File: config.mk
export PLATFORM = sky130hd
export DESIGN_NAME = bmf_div
export DESIGN_NICKNAME = d
export VERILOG_FILES = /design/src/design/bmf_pkg.sv /design/src/design/bmf_div.sv
export SDC_FILE = /design/constraint.sdc
export NUM_CORES = 1
export LEC_CHECK = 0
export ABC_CLOCK_PERIOD_IN_PS = 3700
export BUFFER_PORTS_ARGS = -buffer_cell sky130_fd_sc_hd__buf_2
export CAP_MARGIN = 20
export CORE_MARGIN = 2
export CORE_UTILIZATION = 30
export DETAILED_ROUTE_END_ITERATION = 6
export SLEW_MARGIN = 20
export SYNTH_ARGS = -nofsm -noshare
export SYNTH_HDL_FRONTEND = slang
export SYNTH_SLANG_ARGS = --single-unit
File: constraint.sdc
create_clock -name clk -period 3.7 [get_ports clk]
set_clock_uncertainty 0.05 [all_clocks]
set_input_delay 0.37 -clock clk [delete_from_list [all_inputs] [get_ports clk]]
set_output_delay 0.37 -clock clk [all_outputs]
set_load 0.01 [all_outputs]
File: src/design/bmf_pkg.sv
// Package of the box mean filter: item types and fixed constants.
// Used by bmf_div and box_mean_filter; depends on nothing.
package bmf_pkg;

	localparam int PIX_W = 8;
	localparam int FW_W = 11;
	localparam int FH_W = 13;
	localparam int K_W = 4;
	localparam int CFG_IDX_W = 3;
	localparam int CFG_DATA_W = 13;

	localparam logic [CFG_IDX_W-1:0] REG_FRAME_WIDTH = 3'd0;
	localparam logic [CFG_IDX_W-1:0] REG_FRAME_HEIGHT = 3'd1;
	localparam logic [CFG_IDX_W-1:0] REG_KERNEL_WIDTH = 3'd2;
	localparam logic [CFG_IDX_W-1:0] REG_KERNEL_HEIGHT = 3'd3;
	localparam logic [CFG_IDX_W-1:0] REG_COLOR_MODE = 3'd4;

	typedef struct packed {
		logic [PIX_W-1:0] pixel_c0;
		logic [PIX_W-1:0] pixel_c1;
		logic [PIX_W-1:0] pixel_c2;
	} pixel_t;

	typedef struct packed {
		logic [PIX_W-1:0] mean_c0;
		logic [PIX_W-1:0] mean_c1;
		logic [PIX_W-1:0] mean_c2;
		logic frame_end;
	} mean_t;

	typedef struct packed {
		logic start;
		logic done;
	} div_ctl_t;

endpackage

File: src/design/bmf_div.sv
// Three-lane restoring divider, one quotient bit per cycle per lane.
// Depends on bmf_pkg.
module bmf_div import bmf_pkg::*; #(
	parameter int NUM_W = 16,
	parameter int DEN_W = 8
) (
	input  logic clk,
	input  logic arst_n,
	input  logic start,
	input  logic [NUM_W-1:0] num0,
	input  logic [NUM_W-1:0] num1,
	input  logic [NUM_W-1:0] num2,
	input  logic [DEN_W-1:0] den,
	output div_ctl_t ctl,
	output logic [PIX_W-1:0] quo0,
	output logic [PIX_W-1:0] quo1,
	output logic [PIX_W-1:0] quo2
);
	localparam int CNT_W = $clog2(NUM_W + 1);

	logic [CNT_W-1:0] cnt_q;
	logic busy_q;
	logic done_q;
	logic [NUM_W-1:0] q_q [3];
	logic [DEN_W:0] r_q [3];
	logic [DEN_W-1:0] den_q;
	logic [DEN_W:0] r_sh [3];
	logic [DEN_W:0] r_sub [3];

	always_comb begin
		for (int i = 0; i < 3; i++) begin
			r_sh[i] = {r_q[i][DEN_W-1:0], q_q[i][NUM_W-1]};
			r_sub[i] = r_sh[i] - {1'b0, den_q};
		end
	end

	always_ff @(posedge clk or negedge arst_n) begin
		if (!arst_n) begin
			busy_q <= 1'b0;
			done_q <= 1'b0;
			cnt_q <= '0;
		end else begin
			done_q <= 1'b0;
			if (start) begin
				busy_q <= 1'b1;
				cnt_q <= CNT_W'(NUM_W);
			end else if (busy_q) begin
				cnt_q <= cnt_q - 1'b1;
				if (cnt_q == CNT_W'(1)) begin
					busy_q <= 1'b0;
					done_q <= 1'b1;
				end
			end
		end
	end

	always_ff @(posedge clk) begin
		if (start) begin
			q_q[0] <= num0;
			q_q[1] <= num1;
			q_q[2] <= num2;
			for (int i = 0; i < 3; i++) r_q[i] <= '0;
			den_q <= den;
		end else if (busy_q) begin
			for (int i = 0; i < 3; i++) begin
				if (r_sh[i] >= {1'b0, den_q}) begin
					r_q[i] <= r_sub[i];
					q_q[i] <= {q_q[i][NUM_W-2:0], 1'b1};
				end else begin
					r_q[i] <= r_sh[i];
					q_q[i] <= {q_q[i][NUM_W-2:0], 1'b0};
				end
			end
		end
	end

	assign ctl.start = start;
	assign ctl.done = done_q;
	assign quo0 = q_q[0][PIX_W-1:0];
	assign quo1 = q_q[1][PIX_W-1:0];
	assign quo2 = q_q[2][PIX_W-1:0];
endmodule

# After elaboration in Yosys (flattened, before gate mapping)
# Memories as Yosys holds them, arrays and structs flattened.
# Index checks and enable logic that the tools add are counted.
# classes
add_sub_neg	4
n_mul	0
div_mod_pow	0
magnitude_cmp	3
eq_ne	1
shifts	0
n_mux	46
n_bitwise	12
reduce_logical	1
# op_table
op	n
16-bit 2-to-1 mux	6
9-bit 2-to-1 mux	6
1-bit 2-to-1 mux	32
9-bit by 8-bit >= comparator with 1-bit output	3
9-bit by 8-bit subtractor with 9-bit output	3
1-bit OR	12
5-bit 2-to-1 mux	2
5-bit by 1-bit equality test with 1-bit output (second input constant)	1
5-bit by 1-bit subtractor with 5-bit output (second input constant)	1
2-bit nonzero test	1
# totals
register_bits	15
latchBits	0
ram_bits	75
mem_bits_ro	0
inputBits	59
out_inout_bits	26
word_cells	73
n_memories	2
# mem_list
name	words	word_bits	rd	rd_ports_with_merged_regs	wr	line	text
q_q	3	16	3	0	3	bmf_div.sv:24	logic [NUM_W-1:0] q_q [3];
r_q	3	9	3	0	3	bmf_div.sv:25	logic [DEN_W:0] r_q [3];

# Longest topological paths before layout
# logic_depth
ltp_word	7
depth_mapped	9
depth_no_buf	9

# Least setup slack after synthesis
# No wires, ideal clock.
# synth_timing
path_type	reg2reg
startpoint	register den_q[1]
endpoint	memory r_q[1][3] (netlist name), data pin
setup_ps	142
arrival_time_ps	2145
required_time_ps	3508
path_slack_ps	1363
path_stages_with_launch	8
path_buffers	0
synth_period_minus_slack_ps	2337
cell_sequence	edfxtp_1 > inv_1 > ha_1 > nor3b_1 > o31a_1 > o41a_1 > or3b_1 > a21oi_2
# synth_rtl
element	line	text
start, declared	bmf_div.sv:26	logic [DEN_W-1:0] den_q;
start signal, assigned	bmf_div.sv:63	den_q <= den;
end, declared	bmf_div.sv:25	

==> impl_metrics.yaml <==
detailed_routing:
  drtAntennaViolNets: 0
  avgViaCountPerCell: 4.765
  dr.pass1.iters: 4
  vias: 3655
  drtIter0Drc: 225
  wirelength_mm: 11.25
  avgRoutedWirePerCell_um: 14.67
  drc: 0
synth:
  synth_top_area_share: 0.4748
  synth_xor_area_frac: 0.02279
  synth_top_family_by_area: "simple AND/OR/NAND/NOR gates"
  synth-seq-cells: 87
  ys_async_sr_fraction: 0.08046
  yosysSeqAreaShare: 0.5139
  synthesis.area_um2: 4996
  syn_nets: 570
  synthTopCellsByArea: "edfxtp_1 (47%), nand2_1 (8.6%), ha_1 (6.5%)"
  ys.flop_type: "edfxtp_1"
  synth_compound_area_frac: 0.1465
  synth_fa_ha_area_frac: 0.07713
  yosysUniqueCellTypes: 53
  syn_inst: 482
  postSynthAreaPerCell_um2: 10.37
  yosys_warnings: 0
  muxShareOfSynthArea: 0.01027
  synthSimpleGateAreaFrac: 0.1623
  yosys.area.top_type: "edfxtp_1"
  synth_edf_count: 79
cts:
  clk_latency_ns: 0.34
  cts_sinks: 87
  cts_made_buffers: 9
  cts_resized: 0
  cts-root-buf: "clkbuf_16"
  cts_tree: "done"
  cts.htree.levels: 3
  clock_path_buffers: 2
  cts.clk_slew.worst_paths_ns: 0.06
floorplan:
  core_um2: 16410
  die_x_um: 133.1
  die_h_um: 133.1
  top_level_ports: 85
  start_util: 0.3045
  rows: 47
  die_area_um2: 17700
placed_design:
  io_buffers: 84
  place_area_um2: 5493
  dp_hpwl_mm: 8.249
  dp.cells: 750
  gp_congestion: 0.8879
final_layout:
  stdcell_area_um2: 5841
  nNetsFinal: 630
  areaGrowthSynthToFinish_pct: 16.90
  fill_cells: 1673
  n_antenna_cell: 0
  layout-drive-gt1-share: 0.2176
  fin_util: 0.3560
  final_cells: 767
setup_path:
  timing.rr.start: "den_q[6]"
  startpoint_type: "register"
  crit_arrival_ns: 2.61
  crit_fanout: 8
  r2r_slack_ns: 1.11
  worstSetupStartpoint: "den_q[6]"
  timing.rr.end: "r_q[0][3]"
  cp.required_ns: 3.72
  critPathCapture: "r_q[0][3]"
  endpoint_kind: "register"
  critical_path_class: "register to register"
  r2r_cells: 8
global_routing:
  grt_pass1_vias: 3690
  grt_overflow: 0
  grt_pass1_wl_mm: 18.46
  antenna_found_initial: 0
  grt_max_degree: 49
  gr-usage-all-layers: 0.1323
sta:
  setup_violations: 0
  setup_tns_ns: 0
  slew_violations: 0
  fmax_mhz: 386.0
  fin_crit_ns: 2.591
  hold_viol: 0
  slew_headroom: 0.4584
  rsz0062_at_grt: "false"
  worst_pin_slew_ns: 0.8076
  post-route-period-util: 0.7002
pwr:
  power_leakage_nw: 2.621
  power.density_nw_per_um2: 688.6
  vdd_drop_max_mv: 0.2273
outcome:
  status: "finished, final reports clean"
worst_hold_path:
  min-delay-path-class: "primary input to register"
  hold_path_depth: 1
run:
  max_cap_viol_count: 0
[worst min path at each step]
stage,start,slack (ns),end
finish,den[4],0.16,den_q[4]
detailed placement,arst_n,0.17,done_q
global placement,arst_n,0.16,done_q
global route,den[4],0.14,den_q[4]
floorplan,arst_n,0.02,busy_q
CTS,den[4],0.14,den_q[4]
[cell usage after synthesis, types with 8 or more instances]
library cell  instances
nor2_1               23
nor3_1                8
ha_1                 26
a21oi_1              22
a211oi_1              9
nand2_1             115
inv_1                21
edfxtp_1             79
buf_4                26
clkbuf_1             15
a22o_1               14
o21ai_0              13
[what timing repair did]
item / CTS / global route
hold buffers: 1 / 0
endpoints found under the hold margin: 7 / 0
buffers inserted: 0 / 0
[worst max-delay path, cell delays in order (launching register included)]
cell and delay, ns:
edfxtp_1 0.36, inv_1 0.13, ha_1 0.31, a21o_1 0.18
a2111o_1 0.41, a211oi_2 0.41, buf_4 0.25, mux2i_1 0.18
nor2_1 0.05
[final cells by class]
cell class | count | area, µm² | area share
sequential | 87 | 2567 | 0.4396
clock buffer | 10 | 229.0 | 0.03920
clock inverter | 6 | 108.9 | 0.01864
tap | 220 | 275.3 | 0.04713
inverter | 21 | 78.83 | 0.01350
timing repair buffer | 91 | 475.5 | 0.08141
multi-input combinational | 332 | 2106 | 0.3605
[flip-flops by register name, summed over array words and instances (netlist names)]
name    count
cnt_q       5
done_q      1
busy_q      1
q_q        48
den_q       8
r_q        24
[through the flow]
stage,power [mW],worst slack [ns],hold WS (ns)
5_1_grt,4.318,0.9226,0.1428
2_1_floorplan,2.677,1.363,0.02441
4_1_cts,4.058,1.091,0.1379
3_3_place_gp,2.957,1.167,0.1649
6_report,4.022,1.109,0.1579
3_5_place_dp,3.000,1.107,0.1651
[logic make-up after synthesis]
logic type,count (synthesis)
simple gates,185
xor+xnor,13
flops,87
compound gates,100
mux,5
buf+inv,63
fa+ha+maj,29
[per-layer routing]
| metal | global-route usage | vias to the layer above | part of all wire |
|---|---|---|---|
| li1 | - | 1819 | - |
| met1 | 0.1748 | 1756 | 0.47 |
| met2 | 0.2153 | 70 | 0.47 |
| met3 | 0.03333 | 10 | 0.047 |
| met4 | 0.03823 | 0 | 0.012 |
| met5 | 0 | - | 0 |
[power breakdown]
group	switching [mW]	internal (mW)	leakage, nW
registers	0.160	1.39	0.967
clock network	0.376	0.659	0.166
logic	0.806	0.633	1.49
[cell usage in the layout, fill, tap and decap left out, drive strengths merged, types with 6 or more instances in the layout]
cell type  netlist  final
nor2            23     23
o22ai            6      6
buf             27     90
nor2b            7      7
a22o            14     14
clkbuf          15     10
edfxtp          79     79
ha              26     26
o21ai           15     15
nand2          116    116
a211oi          10     10
dfrtp            7      7
xnor2            7      7
nand3            7      7
inv             21     21
a21oi           23     23
nor3             8      8
xor2             6      6
nand2b           7      7
No activity file was read; power rests on OpenSTA's default activity.
